**src/sv/ffa_pkg.sv**
```systemverilog
// Package for the first-fit free-list allocator: payload and control types,
// codes, sizing constants and the small alignment helpers.
// Depends on nothing; the top level, ffa_ctrl and ffa_dp import it.
`default_nettype none

package ffa_pkg;

  localparam int MAX_EXTENTS_DEF = 16;
  localparam int MAX_RECORDS_DEF = 32;
  localparam int HEADER_BYTES    = 16;
  localparam int POOL_MAX        = 65536;

  typedef enum logic [1:0] {
    FN_ALLOC = 2'd0,
    FN_FREE  = 2'd1,
    FN_CLEAR = 2'd2,
    FN_NOP   = 2'd3
  } ffa_func_t;

  typedef enum logic [1:0] {
    ST_OK      = 2'd0,
    ST_NOFIT   = 2'd1,
    ST_FULL    = 2'd2,
    ST_UNKNOWN = 2'd3
  } ffa_status_t;

  typedef enum logic [1:0] {
    RD_AT     = 2'd0,
    RD_AFTER  = 2'd1,
    RD_BEFORE = 2'd2
  } ffa_rdsel_t;

  typedef enum logic [2:0] {
    WR_RDATA = 3'd0,
    WR_SPLIT = 3'd1,
    WR_PREV  = 3'd2,
    WR_NEXT  = 3'd3,
    WR_NEW   = 3'd4
  } ffa_wrsel_t;

  typedef struct packed {
    logic [1:0]  func;
    logic [16:0] request_bytes;
    logic [7:0]  align_bytes;
    logic [31:0] release_address;
  } ffa_in_t;

  typedef struct packed {
    logic [31:0] granted_address;
    logic [1:0]  status;
    logic [5:0]  live_allocations;
    logic [16:0] bytes_in_use;
  } ffa_out_t;

  typedef struct packed {
    logic [31:0] start;
    logic [16:0] len;
  } ffa_ext_t;

  typedef struct packed {
    logic [31:0] addr;
    logic [7:0]  adj;
    logic [16:0] len;
  } ffa_rec_t;

  // Commands from the sequencer to the datapath.
  typedef struct packed {
    logic        idle;
    logic        load;
    logic        clear;
    logic        eidx_zero;
    logic        eidx_inc;
    logic        eidx_dec;
    logic        eidx_cnt;
    logic        pos_save;
    logic        ridx_zero;
    logic        ridx_inc;
    logic        ext_rd;
    ffa_rdsel_t  rd_sel;
    logic        ext_wr;
    ffa_wrsel_t  wr_sel;
    logic        cap_cur;
    logic        cap_prev;
    logic        rec_rd;
    logic        alloc_commit;
    logic        free_found;
    logic        free_commit;
    logic        cnt_inc;
    logic        cnt_dec;
    logic        set_status;
    ffa_status_t status;
    logic        emit;
  } ffa_cmd_t;

  // Conditions from the datapath back to the sequencer.
  typedef struct packed {
    logic [1:0] func;
    logic       req_zero;
    logic       eidx_lt_cnt;
    logic       next_lt_cnt;
    logic       eidx_gt_pos;
    logic       fit;
    logic       slot_avail;
    logic       absorb;
    logic       rec_match;
    logic       ridx_last;
    logic       pos_stop;
    logic       mprev;
    logic       mnext;
    logic       cnt_full;
  } ffa_sts_t;

  // Alignment of zero counts as one; otherwise keep the highest set bit.
  function automatic logic [7:0] ffa_align_norm(input logic [7:0] a);
    logic [7:0] r;
    r = 8'd1;
    for (int i = 0; i < 8; i++) begin
      if (a[i]) r = 8'(8'd1 << i);
    end
    return r;
  endfunction

  // Forward adjustment that aligns the address and leaves a header in front.
  function automatic logic [7:0] ffa_adjust(input logic [7:0] addr_lo, input logic [7:0] a);
    logic [7:0] m;
    logic [7:0] adj;
    logic [7:0] need;
    logic [7:0] up;
    m    = a - 8'd1;
    adj  = (8'd0 - addr_lo) & m;
    need = 8'(HEADER_BYTES) - adj;
    up   = (need + m) & ~m;
    if (adj < 8'(HEADER_BYTES)) adj = adj + up;
    return adj;
  endfunction

endpackage

`default_nettype wire

```
**src/sv/first_fit_free_list_allocator_unit.sv**
```systemverilog
// Top level of the first-fit free-list allocator: configuration registers,
// result register and the sequencer and datapath. Depends on ffa_pkg,
// ffa_ctrl, ffa_dp and ffa_ram.
//
// Usage. An input transaction on in_valid/in_stall/in_data carries an
// operation: allocate, free, clear the pool, or no operation. Every input
// transaction produces exactly one result transaction on out_valid/out_stall/
// out_data with the granted address, a status code and the live allocation
// count and byte total after the operation.
// Items are processed one at a time. An allocate examines extents in order
// until one fits and, when an extent is used up, shifts the later entries
// down; a free searches the records, walks the extents to the insertion point
// and shifts entries to make room for a new extent or to close up a merged
// one. A clear or a no operation walks no table. in_stall is low only
// while the sequencer is idle, including while a finished result still sits
// stalled in the output register; a following result waits in the sequencer
// until that register is taken.
// After reset the block loads the pool as a single extent
// from the reset values of pool_base and pool_length before taking items.
// pool_base and pool_length must be written over the APB port only while idle;
// the block does not enforce this. pool_length takes effect on the next clear.
`default_nettype none

module first_fit_free_list_allocator_unit import ffa_pkg::*; #(
  parameter int MAX_EXTENTS = MAX_EXTENTS_DEF,
  parameter int MAX_RECORDS = MAX_RECORDS_DEF
) (
  input  wire logic        clk,
  input  wire logic        rst_n,
  input  wire logic        in_valid,
  output logic             in_stall,
  input  wire ffa_in_t     in_data,
  output logic             out_valid,
  input  wire logic        out_stall,
  output ffa_out_t         out_data,
  input  wire logic        cfg_psel,
  input  wire logic        cfg_penable,
  input  wire logic        cfg_pwrite,
  input  wire logic [2:0]  cfg_paddr,
  input  wire logic [31:0] cfg_pwdata,
  output logic [31:0]      cfg_prdata,
  output logic             cfg_pready
);

  localparam logic REG_POOL_BASE   = 1'b0;
  localparam logic REG_POOL_LENGTH = 1'b1;

  logic [31:0] pool_base_r;
  logic [16:0] pool_length_r;
  logic        cfg_wr;

  ffa_cmd_t cmd;
  ffa_sts_t sts;
  ffa_out_t result;

  logic     out_valid_r;
  ffa_out_t out_data_r;
  logic     out_busy;

  // The APB port never waits; a write lands in the access phase.
  assign cfg_pready = 1'b1;
  assign cfg_wr     = cfg_psel && cfg_penable && cfg_pwrite;

  always_ff @(posedge clk) begin
    if (!rst_n) begin
      pool_base_r   <= '0;
      pool_length_r <= 17'(POOL_MAX);
    end else if (cfg_wr) begin
      if (cfg_paddr[2] == REG_POOL_LENGTH) begin
        pool_length_r <= cfg_pwdata[16:0];
      end else begin
        pool_base_r <= cfg_pwdata;
      end
    end
  end

  assign cfg_prdata = (cfg_paddr[2] == REG_POOL_BASE) ? pool_base_r : {15'd0, pool_length_r};

  // The output register holds one result; the sequencer waits for it only
  // when it is both full and stalled.
  assign out_busy = out_valid_r && out_stall;

  ffa_ctrl u_ctrl (
    .clk      (clk),
    .rst_n    (rst_n),
    .in_valid (in_valid),
    .out_busy (out_busy),
    .sts      (sts),
    .cmd      (cmd)
  );

  ffa_dp #(.MAX_EXTENTS(MAX_EXTENTS), .MAX_RECORDS(MAX_RECORDS)) u_dp (
    .clk         (clk),
    .rst_n       (rst_n),
    .cmd         (cmd),
    .in_data     (in_data),
    .pool_base   (pool_base_r),
    .pool_length (pool_length_r),
    .sts         (sts),
    .result      (result)
  );

  assign in_stall = !cmd.idle;

  always_ff @(posedge clk) begin
    if (!rst_n) begin
      out_valid_r <= 1'b0;
    end else if (cmd.emit) begin
      out_valid_r <= 1'b1;
    end else if (!out_stall) begin
      out_valid_r <= 1'b0;
    end
  end

  always_ff @(posedge clk) begin
    if (cmd.emit) out_data_r <= result;
  end

  assign out_valid = out_valid_r;
  assign out_data  = out_data_r;

endmodule

`default_nettype wire

```
**src/sv/ffa_ram.sv**
```systemverilog
// Generic simple dual-port RAM with one write port and one registered read.
// Used for the extent table and the allocation records; no dependencies.
`default_nettype none

module ffa_ram #(
  parameter int WIDTH = 8,
  parameter int DEPTH = 16,
  localparam int AW = $clog2(DEPTH)
) (
  input  wire logic             clk,
  input  wire logic             we,
  input  wire logic [AW-1:0]    waddr,
  input  wire logic [WIDTH-1:0] wdata,
  input  wire logic             re,
  input  wire logic [AW-1:0]    raddr,
  output logic      [WIDTH-1:0] rdata
);

  logic [WIDTH-1:0] mem [DEPTH];

  always_ff @(posedge clk) begin
    if (we) mem[waddr] <= wdata;
    if (re) rdata <= mem[raddr];
  end

endmodule

`default_nettype wire

```
**src/sv/ffa_ctrl.sv**
```systemverilog
// Sequencer of the allocator: walks extents and records one entry at a time
// and drives the datapath through ffa_cmd_t. Depends on ffa_pkg.
`default_nettype none

module ffa_ctrl import ffa_pkg::*; (
  input  wire logic     clk,
  input  wire logic     rst_n,
  input  wire logic     in_valid,
  input  wire logic     out_busy,
  input  wire ffa_sts_t sts,
  output ffa_cmd_t      cmd
);

  typedef enum logic [4:0] {
    S_INIT, S_IDLE, S_DISP,
    S_A_RD, S_A_EV, S_A_CHK,
    S_RM_RD, S_RM_EV,
    S_F_RD, S_F_EV,
    S_P_RD, S_P_EV, S_P_CHK, S_MERGE,
    S_I_RD, S_I_EV,
    S_DONE
  } state_t;

  state_t state_r, state_nxt;

  always_comb begin
    cmd       = '0;
    state_nxt = state_r;
    case (state_r)
      S_INIT: begin
        cmd.clear = 1'b1;
        state_nxt = S_IDLE;
      end
      S_IDLE: begin
        cmd.idle = 1'b1;
        if (in_valid) begin
          cmd.load  = 1'b1;
          state_nxt = S_DISP;
        end
      end
      S_DISP: begin
        case (sts.func)
          FN_ALLOC: begin
            if (sts.req_zero) begin
              cmd.set_status = 1'b1;
              cmd.status     = ST_NOFIT;
              state_nxt      = S_DONE;
            end else begin
              cmd.eidx_zero = 1'b1;
              state_nxt     = S_A_RD;
            end
          end
          FN_FREE: begin
            cmd.ridx_zero = 1'b1;
            state_nxt     = S_F_RD;
          end
          FN_CLEAR: begin
            cmd.clear = 1'b1;
            state_nxt = S_DONE;
          end
          default: state_nxt = S_DONE;
        endcase
      end
      S_A_RD: begin
        if (sts.eidx_lt_cnt) begin
          cmd.ext_rd = 1'b1;
          cmd.rd_sel = RD_AT;
          state_nxt  = S_A_EV;
        end else begin
          cmd.set_status = 1'b1;
          cmd.status     = ST_NOFIT;
          state_nxt      = S_DONE;
        end
      end
      S_A_EV: begin
        cmd.cap_cur = 1'b1;
        state_nxt   = S_A_CHK;
      end
      S_A_CHK: begin
        if (!sts.fit) begin
          cmd.eidx_inc = 1'b1;
          state_nxt    = S_A_RD;
        end else if (!sts.slot_avail) begin
          cmd.set_status = 1'b1;
          cmd.status     = ST_FULL;
          state_nxt      = S_DONE;
        end else begin
          cmd.alloc_commit = 1'b1;
          if (sts.absorb) begin
            state_nxt = S_RM_RD;
          end else begin
            cmd.ext_wr = 1'b1;
            cmd.wr_sel = WR_SPLIT;
            state_nxt  = S_DONE;
          end
        end
      end
      S_RM_RD: begin
        if (sts.next_lt_cnt) begin
          cmd.ext_rd = 1'b1;
          cmd.rd_sel = RD_AFTER;
          state_nxt  = S_RM_EV;
        end else begin
          cmd.cnt_dec = 1'b1;
          state_nxt   = S_DONE;
        end
      end
      S_RM_EV: begin
        cmd.ext_wr   = 1'b1;
        cmd.wr_sel   = WR_RDATA;
        cmd.eidx_inc = 1'b1;
        state_nxt    = S_RM_RD;
      end
      S_F_RD: begin
        cmd.rec_rd = 1'b1;
        state_nxt  = S_F_EV;
      end
      S_F_EV: begin
        if (sts.rec_match) begin
          cmd.free_found = 1'b1;
          cmd.eidx_zero  = 1'b1;
          state_nxt      = S_P_RD;
        end else if (sts.ridx_last) begin
          cmd.set_status = 1'b1;
          cmd.status     = ST_UNKNOWN;
          state_nxt      = S_DONE;
        end else begin
          cmd.ridx_inc = 1'b1;
          state_nxt    = S_F_RD;
        end
      end
      S_P_RD: begin
        if (sts.eidx_lt_cnt) begin
          cmd.ext_rd = 1'b1;
          cmd.rd_sel = RD_AT;
          state_nxt  = S_P_EV;
        end else begin
          state_nxt = S_MERGE;
        end
      end
      S_P_EV: begin
        cmd.cap_cur = 1'b1;
        state_nxt   = S_P_CHK;
      end
      S_P_CHK: begin
        if (sts.pos_stop) begin
          state_nxt = S_MERGE;
        end else begin
          cmd.cap_prev = 1'b1;
          cmd.eidx_inc = 1'b1;
          state_nxt    = S_P_RD;
        end
      end
      S_MERGE: begin
        if (sts.mprev) begin
          cmd.ext_wr      = 1'b1;
          cmd.wr_sel      = WR_PREV;
          cmd.free_commit = 1'b1;
          state_nxt       = sts.mnext ? S_RM_RD : S_DONE;
        end else if (sts.mnext) begin
          cmd.ext_wr      = 1'b1;
          cmd.wr_sel      = WR_NEXT;
          cmd.free_commit = 1'b1;
          state_nxt       = S_DONE;
        end else if (sts.cnt_full) begin
          cmd.set_status = 1'b1;
          cmd.status     = ST_FULL;
          state_nxt      = S_DONE;
        end else begin
          cmd.free_commit = 1'b1;
          cmd.pos_save    = 1'b1;
          cmd.eidx_cnt    = 1'b1;
          state_nxt       = S_I_RD;
        end
      end
      S_I_RD: begin
        if (sts.eidx_gt_pos) begin
          cmd.ext_rd = 1'b1;
          cmd.rd_sel = RD_BEFORE;
          state_nxt  = S_I_EV;
        end else begin
          cmd.ext_wr  = 1'b1;
          cmd.wr_sel  = WR_NEW;
          cmd.cnt_inc = 1'b1;
          state_nxt   = S_DONE;
        end
      end
      S_I_EV: begin
        cmd.ext_wr   = 1'b1;
        cmd.wr_sel   = WR_RDATA;
        cmd.eidx_dec = 1'b1;
        state_nxt    = S_I_RD;
      end
      S_DONE: begin
        if (!out_busy) begin
          cmd.emit  = 1'b1;
          state_nxt = S_IDLE;
        end
      end
      default: state_nxt = S_IDLE;
    endcase
  end

  always_ff @(posedge clk) begin
    if (!rst_n) begin
      state_r <= S_INIT;
    end else begin
      state_r <= state_nxt;
    end
  end

endmodule

`default_nettype wire

```
**src/sv/ffa_dp.sv**
```systemverilog
// Datapath of the allocator: extent table and record RAMs, record valid bits,
// counters, tallies and the fit and merge arithmetic. Depends on ffa_pkg, ffa_ram.
`default_nettype none

module ffa_dp import ffa_pkg::*; #(
  parameter int MAX_EXTENTS = MAX_EXTENTS_DEF,
  parameter int MAX_RECORDS = MAX_RECORDS_DEF
) (
  input  wire logic        clk,
  input  wire logic        rst_n,
  input  wire ffa_cmd_t    cmd,
  input  wire ffa_in_t     in_data,
  input  wire logic [31:0] pool_base,
  input  wire logic [16:0] pool_length,
  output ffa_sts_t         sts,
  output ffa_out_t         result
);

  localparam int EIDX_W  = $clog2(MAX_EXTENTS);
  localparam int ECNT_W  = $clog2(MAX_EXTENTS + 1);
  localparam int RIDX_W  = $clog2(MAX_RECORDS);
  localparam int TALLY_W = $clog2(MAX_RECORDS + 1);

  logic [1:0]        fn_r;
  logic [16:0]       req_r;
  logic [7:0]        a_r;
  logic [31:0]       rel_r;
  logic [31:0]       base_r;
  logic [ECNT_W-1:0] cnt_r;
  logic [ECNT_W-1:0] eidx_r;
  logic [ECNT_W-1:0] pos_r;
  logic [RIDX_W-1:0] ridx_r;
  logic [RIDX_W-1:0] k_r;
  ffa_ext_t          cur_r;
  ffa_ext_t          prev_r;
  logic [31:0]       bstart_r;
  logic [16:0]       blen_r;
  logic [31:0]       granted_r;
  ffa_status_t       status_r;
  logic [MAX_RECORDS-1:0] valid_r;
  logic [TALLY_W-1:0] tally_r;
  logic [16:0]       used_r;

  logic [ECNT_W-1:0] eidx_p1, eidx_m1;
  logic [7:0]        adj;
  logic [17:0]       total;
  logic [16:0]       left;
  logic [16:0]       rec_len;
  logic [31:0]       grant;
  logic [RIDX_W-1:0] slot;
  logic              slot_avail;
  logic [16:0]       len_cap;
  logic [31:0]       boff;
  logic              mprev, mnext;

  logic              ext_we;
  logic [EIDX_W-1:0] ext_waddr, ext_raddr;
  ffa_ext_t          ext_wdata, ext_rdata;
  ffa_rec_t          rec_wdata, rec_rdata;

  assign eidx_p1 = eidx_r + 1'b1;
  assign eidx_m1 = eidx_r - 1'b1;

  // Fit test of the current extent.
  assign adj     = ffa_adjust(cur_r.start[7:0], a_r);
  assign total   = {1'b0, req_r} + {10'd0, adj};
  assign left    = cur_r.len - total[16:0];
  assign rec_len = sts.absorb ? cur_r.len : total[16:0];
  assign grant   = cur_r.start + {24'd0, adj};
  assign len_cap = ({15'd0, pool_length} > 32'(POOL_MAX)) ? 17'(POOL_MAX) : pool_length;

  // Merge conditions while freeing.
  assign boff  = bstart_r - base_r;
  assign mprev = (eidx_r != '0) && (prev_r.start + {15'd0, prev_r.len} == bstart_r);
  assign mnext = (eidx_r < cnt_r) && (bstart_r + {15'd0, blen_r} == cur_r.start);

  always_comb begin
    slot       = '0;
    slot_avail = 1'b0;
    for (int i = MAX_RECORDS - 1; i >= 0; i--) begin
      if (!valid_r[i]) begin
        slot       = RIDX_W'(i);
        slot_avail = 1'b1;
      end
    end
  end

  always_comb begin
    sts.func        = fn_r;
    sts.req_zero    = (req_r == '0);
    sts.eidx_lt_cnt = (eidx_r < cnt_r);
    sts.next_lt_cnt = ({1'b0, eidx_r} + 1'b1) < {1'b0, cnt_r};
    sts.eidx_gt_pos = (eidx_r > pos_r);
    sts.fit         = ({1'b0, cur_r.len} >= total);
    sts.slot_avail  = slot_avail;
    sts.absorb      = (left <= 17'(HEADER_BYTES + 1));
    sts.rec_match   = valid_r[ridx_r] && (rec_rdata.addr == rel_r);
    sts.ridx_last   = (ridx_r == RIDX_W'(MAX_RECORDS - 1));
    sts.pos_stop    = ((cur_r.start - base_r) > boff);
    sts.mprev       = mprev;
    sts.mnext       = mnext;
    sts.cnt_full    = (cnt_r >= ECNT_W'(MAX_EXTENTS));
  end

  always_comb begin
    ext_we    = cmd.ext_wr || cmd.clear;
    ext_waddr = eidx_r[EIDX_W-1:0];
    ext_wdata = cur_r;
    if (cmd.clear) begin
      ext_waddr = '0;
      ext_wdata = '{start: pool_base, len: len_cap};
    end else begin
      case (cmd.wr_sel)
        WR_RDATA: ext_wdata = ext_rdata;
        WR_SPLIT: ext_wdata = '{start: cur_r.start + {14'd0, total}, len: left};
        WR_PREV: begin
          ext_waddr = eidx_m1[EIDX_W-1:0];
          ext_wdata = '{start: prev_r.start,
                        len: prev_r.len + blen_r + (mnext ? cur_r.len : 17'd0)};
        end
        WR_NEXT: ext_wdata = '{start: bstart_r, len: cur_r.len + blen_r};
        WR_NEW:  ext_wdata = '{start: bstart_r, len: blen_r};
        default: ext_wdata = cur_r;
      endcase
    end
  end

  always_comb begin
    case (cmd.rd_sel)
      RD_AFTER:  ext_raddr = eidx_p1[EIDX_W-1:0];
      RD_BEFORE: ext_raddr = eidx_m1[EIDX_W-1:0];
      default:   ext_raddr = eidx_r[EIDX_W-1:0];
    endcase
  end

  assign rec_wdata = '{addr: grant, adj: adj, len: rec_len};

  ffa_ram #(.WIDTH($bits(ffa_ext_t)), .DEPTH(MAX_EXTENTS)) u_ext_ram (
    .clk   (clk),
    .we    (ext_we),
    .waddr (ext_waddr),
    .wdata (ext_wdata),
    .re    (cmd.ext_rd),
    .raddr (ext_raddr),
    .rdata (ext_rdata)
  );

  ffa_ram #(.WIDTH($bits(ffa_rec_t)), .DEPTH(MAX_RECORDS)) u_rec_ram (
    .clk   (clk),
    .we    (cmd.alloc_commit),
    .waddr (slot),
    .wdata (rec_wdata),
    .re    (cmd.rec_rd),
    .raddr (ridx_r),
    .rdata (rec_rdata)
  );

  // Pool bookkeeping.
  always_ff @(posedge clk) begin
    if (!rst_n) begin
      cnt_r   <= '0;
      valid_r <= '0;
      tally_r <= '0;
      used_r  <= '0;
    end else if (cmd.clear) begin
      cnt_r   <= (len_cap == '0) ? '0 : ECNT_W'(1);
      valid_r <= '0;
      tally_r <= '0;
      used_r  <= '0;
    end else begin
      if (cmd.cnt_inc) cnt_r <= cnt_r + 1'b1;
      if (cmd.cnt_dec && cnt_r != '0) cnt_r <= cnt_r - 1'b1;
      if (cmd.alloc_commit) begin
        valid_r[slot] <= 1'b1;
        tally_r       <= tally_r + 1'b1;
        used_r        <= used_r + rec_len;
      end
      if (cmd.free_commit) begin
        valid_r[k_r] <= 1'b0;
        if (tally_r != '0) tally_r <= tally_r - 1'b1;
        used_r <= (used_r >= blen_r) ? used_r - blen_r : 17'd0;
      end
    end
  end

  // Operands, walk indexes and per-transaction results.
  always_ff @(posedge clk) begin
    if (cmd.load) begin
      fn_r      <= in_data.func;
      req_r     <= in_data.request_bytes;
      a_r       <= ffa_align_norm(in_data.align_bytes);
      rel_r     <= in_data.release_address;
      granted_r <= '0;
      status_r  <= ST_OK;
    end
    if (cmd.set_status) status_r <= cmd.status;
    if (cmd.alloc_commit) granted_r <= grant;
    if (cmd.clear) base_r <= pool_base;

    if (cmd.eidx_zero) eidx_r <= '0;
    if (cmd.eidx_inc)  eidx_r <= eidx_p1;
    if (cmd.eidx_dec)  eidx_r <= eidx_m1;
    if (cmd.eidx_cnt)  eidx_r <= cnt_r;
    if (cmd.pos_save)  pos_r  <= eidx_r;
    if (cmd.ridx_zero) ridx_r <= '0;
    if (cmd.ridx_inc)  ridx_r <= ridx_r + 1'b1;

    if (cmd.cap_cur)  cur_r  <= ext_rdata;
    if (cmd.cap_prev) prev_r <= cur_r;
    if (cmd.free_found) begin
      k_r      <= ridx_r;
      bstart_r <= rel_r - {24'd0, rec_rdata.adj};
      blen_r   <= rec_rdata.len;
    end
  end

  assign result.granted_address  = granted_r;
  assign result.status           = status_r;
  assign result.live_allocations = 6'(tally_r);
  assign result.bytes_in_use     = used_r;

endmodule

`default_nettype wire
```
**config.mk**
```make
export PLATFORM = sky130hd
export DESIGN_NAME = first_fit_free_list_allocator_unit
export DESIGN_NICKNAME = d
export VERILOG_FILES = /design/src/sv/ffa_pkg.sv /design/src/sv/first_fit_free_list_allocator_unit.sv /design/src/sv/ffa_ram.sv /design/src/sv/ffa_ctrl.sv /design/src/sv/ffa_dp.sv
export SDC_FILE = /design/constraint.sdc
export NUM_CORES = 2
export LEC_CHECK = 0
export ABC_AREA = 1
export ABC_CLOCK_PERIOD_IN_PS = 13300
export BUFFER_PORTS_ARGS = -buffer_cell sky130_fd_sc_hd__buf_4
export CAP_MARGIN = 0
export CORE_ASPECT_RATIO = 0.9
export CORE_MARGIN = 3
export CORE_UTILIZATION = 44
export CTS_BUF_LIST = sky130_fd_sc_hd__clkbuf_4 sky130_fd_sc_hd__clkbuf_8 sky130_fd_sc_hd__clkbuf_16
export CTS_CLUSTER_DIAMETER = 80
export DETAILED_ROUTE_END_ITERATION = 8
export GPL_TIMING_DRIVEN = 0
export PLACE_DENSITY = 0.62
export SETUP_SLACK_MARGIN = 0.5
export SLEW_MARGIN = 30
export SYNTH_ARGS = -nofsm -noshare
export SYNTH_HDL_FRONTEND = slang
export SYNTH_SLANG_ARGS = --single-unit
export TNS_END_PERCENT = 100
```
**constraint.sdc**
```tcl
create_clock -name clk -period 13.3 [get_ports clk]
set_input_delay 0 -clock clk [delete_from_list [all_inputs] [get_ports clk]]
set_output_delay 0 -clock clk [all_outputs]
set_load 0.005 [all_outputs]
```
==> flow_metrics.py <==
metrics = {
    "drt": {
        "post-route-drc-count": 0,
        "first_iter_violations": 19600,
        "dr.pass1.iters": 6,
        "via_count": 108000,
        "ant_nets": 0,
        "viasPerCell": 6.38,
        "drt-total-wl_mm": 578,
        "wl_per_cell_um": 34.2,
    },
    "synthesis": {
        "netlist_area_mm2": 0.139,
        "avgSynthCellArea_um2": 12.1,
        "yosysTopAreaCell": "edfxtp_1",
        "ys_warn_count": 0,
        "synth_top_area_share": 0.662,
        "ys_types": 71,
        "ys.flop_type": "edfxtp_1",
        "ys_ff_latch": 3178,
        "synth_area_leaders": "edfxtp_1, o21ai_0, nor2_1, o221ai_1, ha_1",
        "postSynthCellCount": 11500,
        "async_reset_ff_frac": 0,
        "synth_edf_count": 3063,
        "ys_seq_area_frac": 0.679,
    },
    "grt": {
        "grt.total_usage": 0.348,
        "overflow": 0,
        "antenna_found_initial": 51,
        "grt_pass1_vias": 100000,
        "grt_pass1_wl_mm": 786,
        "grt_max_degree": 49,
    },
    "placed_design": {
        "place_congestion": 1.01,
        "post-place-ws_ps": 504,
        "hpwl_mm": 428,
        "portBuffers": 188,
    },
    "finish": {
        "final_util": 0.531,
        "final_nets": 12900,
        "final_layout_size_suffix_gt1_frac": 0.107,
        "area_delta_synth_final_pct": 20.0,
    },
    "die": {
        "die_area_mm2": 0.323,
        "start_util": 0.442,
        "io_pins": 193,
        "coreArea_mm2": 0.314,
        "die_w_um": 598,
        "rows": 195,
        "die_h_um": 539,
    },
    "timing": {
        "hold_slack_ps": 49.7,
        "relSlewSlack": 0.229,
        "finalClockSkew_ps": 111,
        "fin_ws_ps": 1080,
        "hold_violations": 0,
        "finalSetupViolations": 0,
        "worst_slew_pin_slew_ps": 1160,
        "fmax_mhz": 81.8,
        "period_share": 0.919,
        "finalCriticalPeriod_ps": 12220,
        "rsz0062_at_grt": "no",
        "tns_ps": 0,
        "final_max_slew_viol_count": 0,
    },
    "cts": {
        "clkSinkCount": 3178,
        "cts-htree-levels": 5,
        "cts_buffer_depth": 4,
        "cts_root_buf": "clkbuf_16",
        "clk_pin_slew_worst_paths_ps": 70,
        "clock_latency_ps": 970,
        "cts_tree": "done",
        "numCtsBuffers": 335,
    },
    "hold_path": {
        "hp-class": "in2reg",
    },
    "power_and_ir_drop": {
        "power_w": 0.0231,
        "p_leak_nw": 57.0,
        "powerDensity_mw_per_mm2": 139,
        "ir_drop_v": 0.000114,
    },
    "worst_setup_path": {
        "cpPeakStageDelay_ps": 680,
        "worstPathRequired_ps": 14080,
        "cp-start-kind": "register",
        "crit_path_top_delay_cell": "edfxtp_1",
        "path_max_fanout": 10,
        "crit_type": "reg2reg",
        "cp-end-kind": "register",
        "cp_data_arrival_time_ps": 13000,
        "worst_path_most_repeated_cell": "nand2_1",
    },
    "run": {
        "drv_cap": 0,
    },
    "run_status": {
        "status": "completed",
    },
}
-- state kept, by name, indices dropped and copies added (netlist names), 32 cells and up --
name and cells:
u_dp.cur_r 49, u_dp.valid_r 32, pool_base_r 32, out_data 57, u_dp.granted_r 32, u_dp.rel_r 32
u_dp.base_r 32, u_dp.u_rec_ram.mem 1824, u_dp.bstart_r 32, u_dp.prev_r 49, u_dp.u_ext_ram.mem 784, u_dp.u_ext_ram.rdata 49
u_dp.u_rec_ram.rdata 57
-- report_power, final --
group	switching [W]	leakage, nW	total (W)	internal, W
combinational	0.00153	22.8	0.00224	0.000707
clock	0.00404	5.45	0.00948	0.00544
sequential	0.0000947	28.7	0.0114	0.0113
total	0.00567	57.0	0.0231	0.0175
-- cells by family after synthesis --
family                   count (synthesis)  synth area share
buffers and inverters                 1281            0.0352
adder cells (fa/ha/maj)                318            0.0303
flip-flops                            3178             0.679
AND/OR/NAND/NOR                       3303            0.0986
other                                    2         0.0000540
multiplexers                            96           0.00692
XOR/XNOR                               374            0.0240
AO/OA/AOI/OAI                         2904             0.126
-- synthesized netlist by cell type, types with 6 or more instances --
cell type / number
edfxtp_1: 3063
nor2_1: 1817
o21ai_0: 1490
nand2_1: 789
inv_1: 611
clkbuf_1: 582
o221ai_1: 443
a21oi_1: 346
nand3_1: 329
ha_1: 287
xor2_1: 263
o22ai_1: 168
nand4_1: 156
dfxtp_1: 115
nor3_1: 110
xnor2_1: 107
mux2i_1: 96
o211ai_1: 79
a31oi_1: 75
o32ai_1: 66
a32oi_1: 53
o21ai_1: 46
buf_1: 39
fa_1: 31
o31ai_1: 30
nor4_1: 24
or2_2: 24
o21bai_1: 22
buf_2: 18
a21boi_1: 12
a21o_1: 11
clkinv_1: 11
nand3b_1: 11
o21ai_2: 11
a21boi_0: 10
inv_2: 10
a221oi_1: 8
nor2_2: 8
or2_0: 7
a211oi_1: 6
-- metrics by stage --
step / std cells / area (µm²)
2_1_floorplan: 11500 / 139000
3_3_place_gp: 15800 / 146000
3_5_place_dp: 16100 / 153000
4_1_cts: 16900 / 167000
5_1_grt: 16900 / 167000
6_report: 16900 / 167000
-- what timing repair did --
item	4_1_cts	5_1_grt
hold buffers	230	0
setup buffers	1	5
gates resized for setup	0	4
hold endpoints to repair	219	0
cloned	0	0
endpoints found under the setup margin	1	55
pin swaps	1	0
-- critical path: cells and delay by family (launching register included) --
kind,cells,cell delay [ps]
AND/OR/NAND/NOR,26,3960
adder cells (fa/ha/maj),8,2850
AO/OA/AOI/OAI,14,2820
buffers and inverters,5,880
XOR/XNOR,3,870
flip-flops,1,680
-- layer usage --
layer	vias up	part of all wire	GRT usage
met2	8567	0.40	0.477
met3	1342	0.16	0.121
met1	53400	0.39	0.493
met5	-	0.00032	0
met4	22	0.055	0.160
li1	44600	-	-
-- final timing paths --
check / cells past startpoint / start / slack (ps) / endpoint
worst max-delay path: 56 / u_dp.cur_r[17] / 1080 / u_dp.used_r[16]
worst min-delay path: 3 / out_stall / 50 / out_data[24]
worst max register to register: 56 / u_dp.cur_r[17] / 1080 / u_dp.used_r[16]
worst min register to register: 0 / u_dp.granted_r[16] / 410 / out_data[41]
-- cell type report --
class | instances | area [µm²]
clock inverters | 195 | 1860
flip-flops and latches | 3178 | 94300
clock buffers | 405 | 9070
diodes | 10 | 25.0
fillers | 26200 | 147000
plain buffers | 649 | 2620
repair buffers | 712 | 10100
multi-input cells | 6999 | 41100
well taps | 4137 | 5180
inverters | 632 | 2470
-- cell usage in the layout, fill, tap and decap left out, types with 48 or more instances in the layout --
cell	netlist	final
ha_1	287	287
buf_8	0	48
dfxtp_1	115	115
inv_1	611	589
nand2_1	789	788
xnor2_1	107	106
dlygate4sd3_1	0	230
buf_16	0	177
clkinv_1	11	76
a32oi_1	53	52
clkbuf_1	582	507
clkbuf_4	0	60
edfxtp_1	3063	3063
clkbuf_2	1	77
nand3_1	329	329
o22ai_1	168	167
o21ai_0	1490	1452
nor3_1	110	106
mux2i_1	96	96
xor2_1	263	236
o211ai_1	79	79
nor2_1	1817	1782
clkbuf_16	0	343
o221ai_1	443	443
nand4_1	156	156
a31oi_1	75	72
clkinv_2	0	63
o32ai_1	66	66
buf_4	4	223
a21oi_1	346	344
No activity file was read; power rests on OpenSTA's default activity.
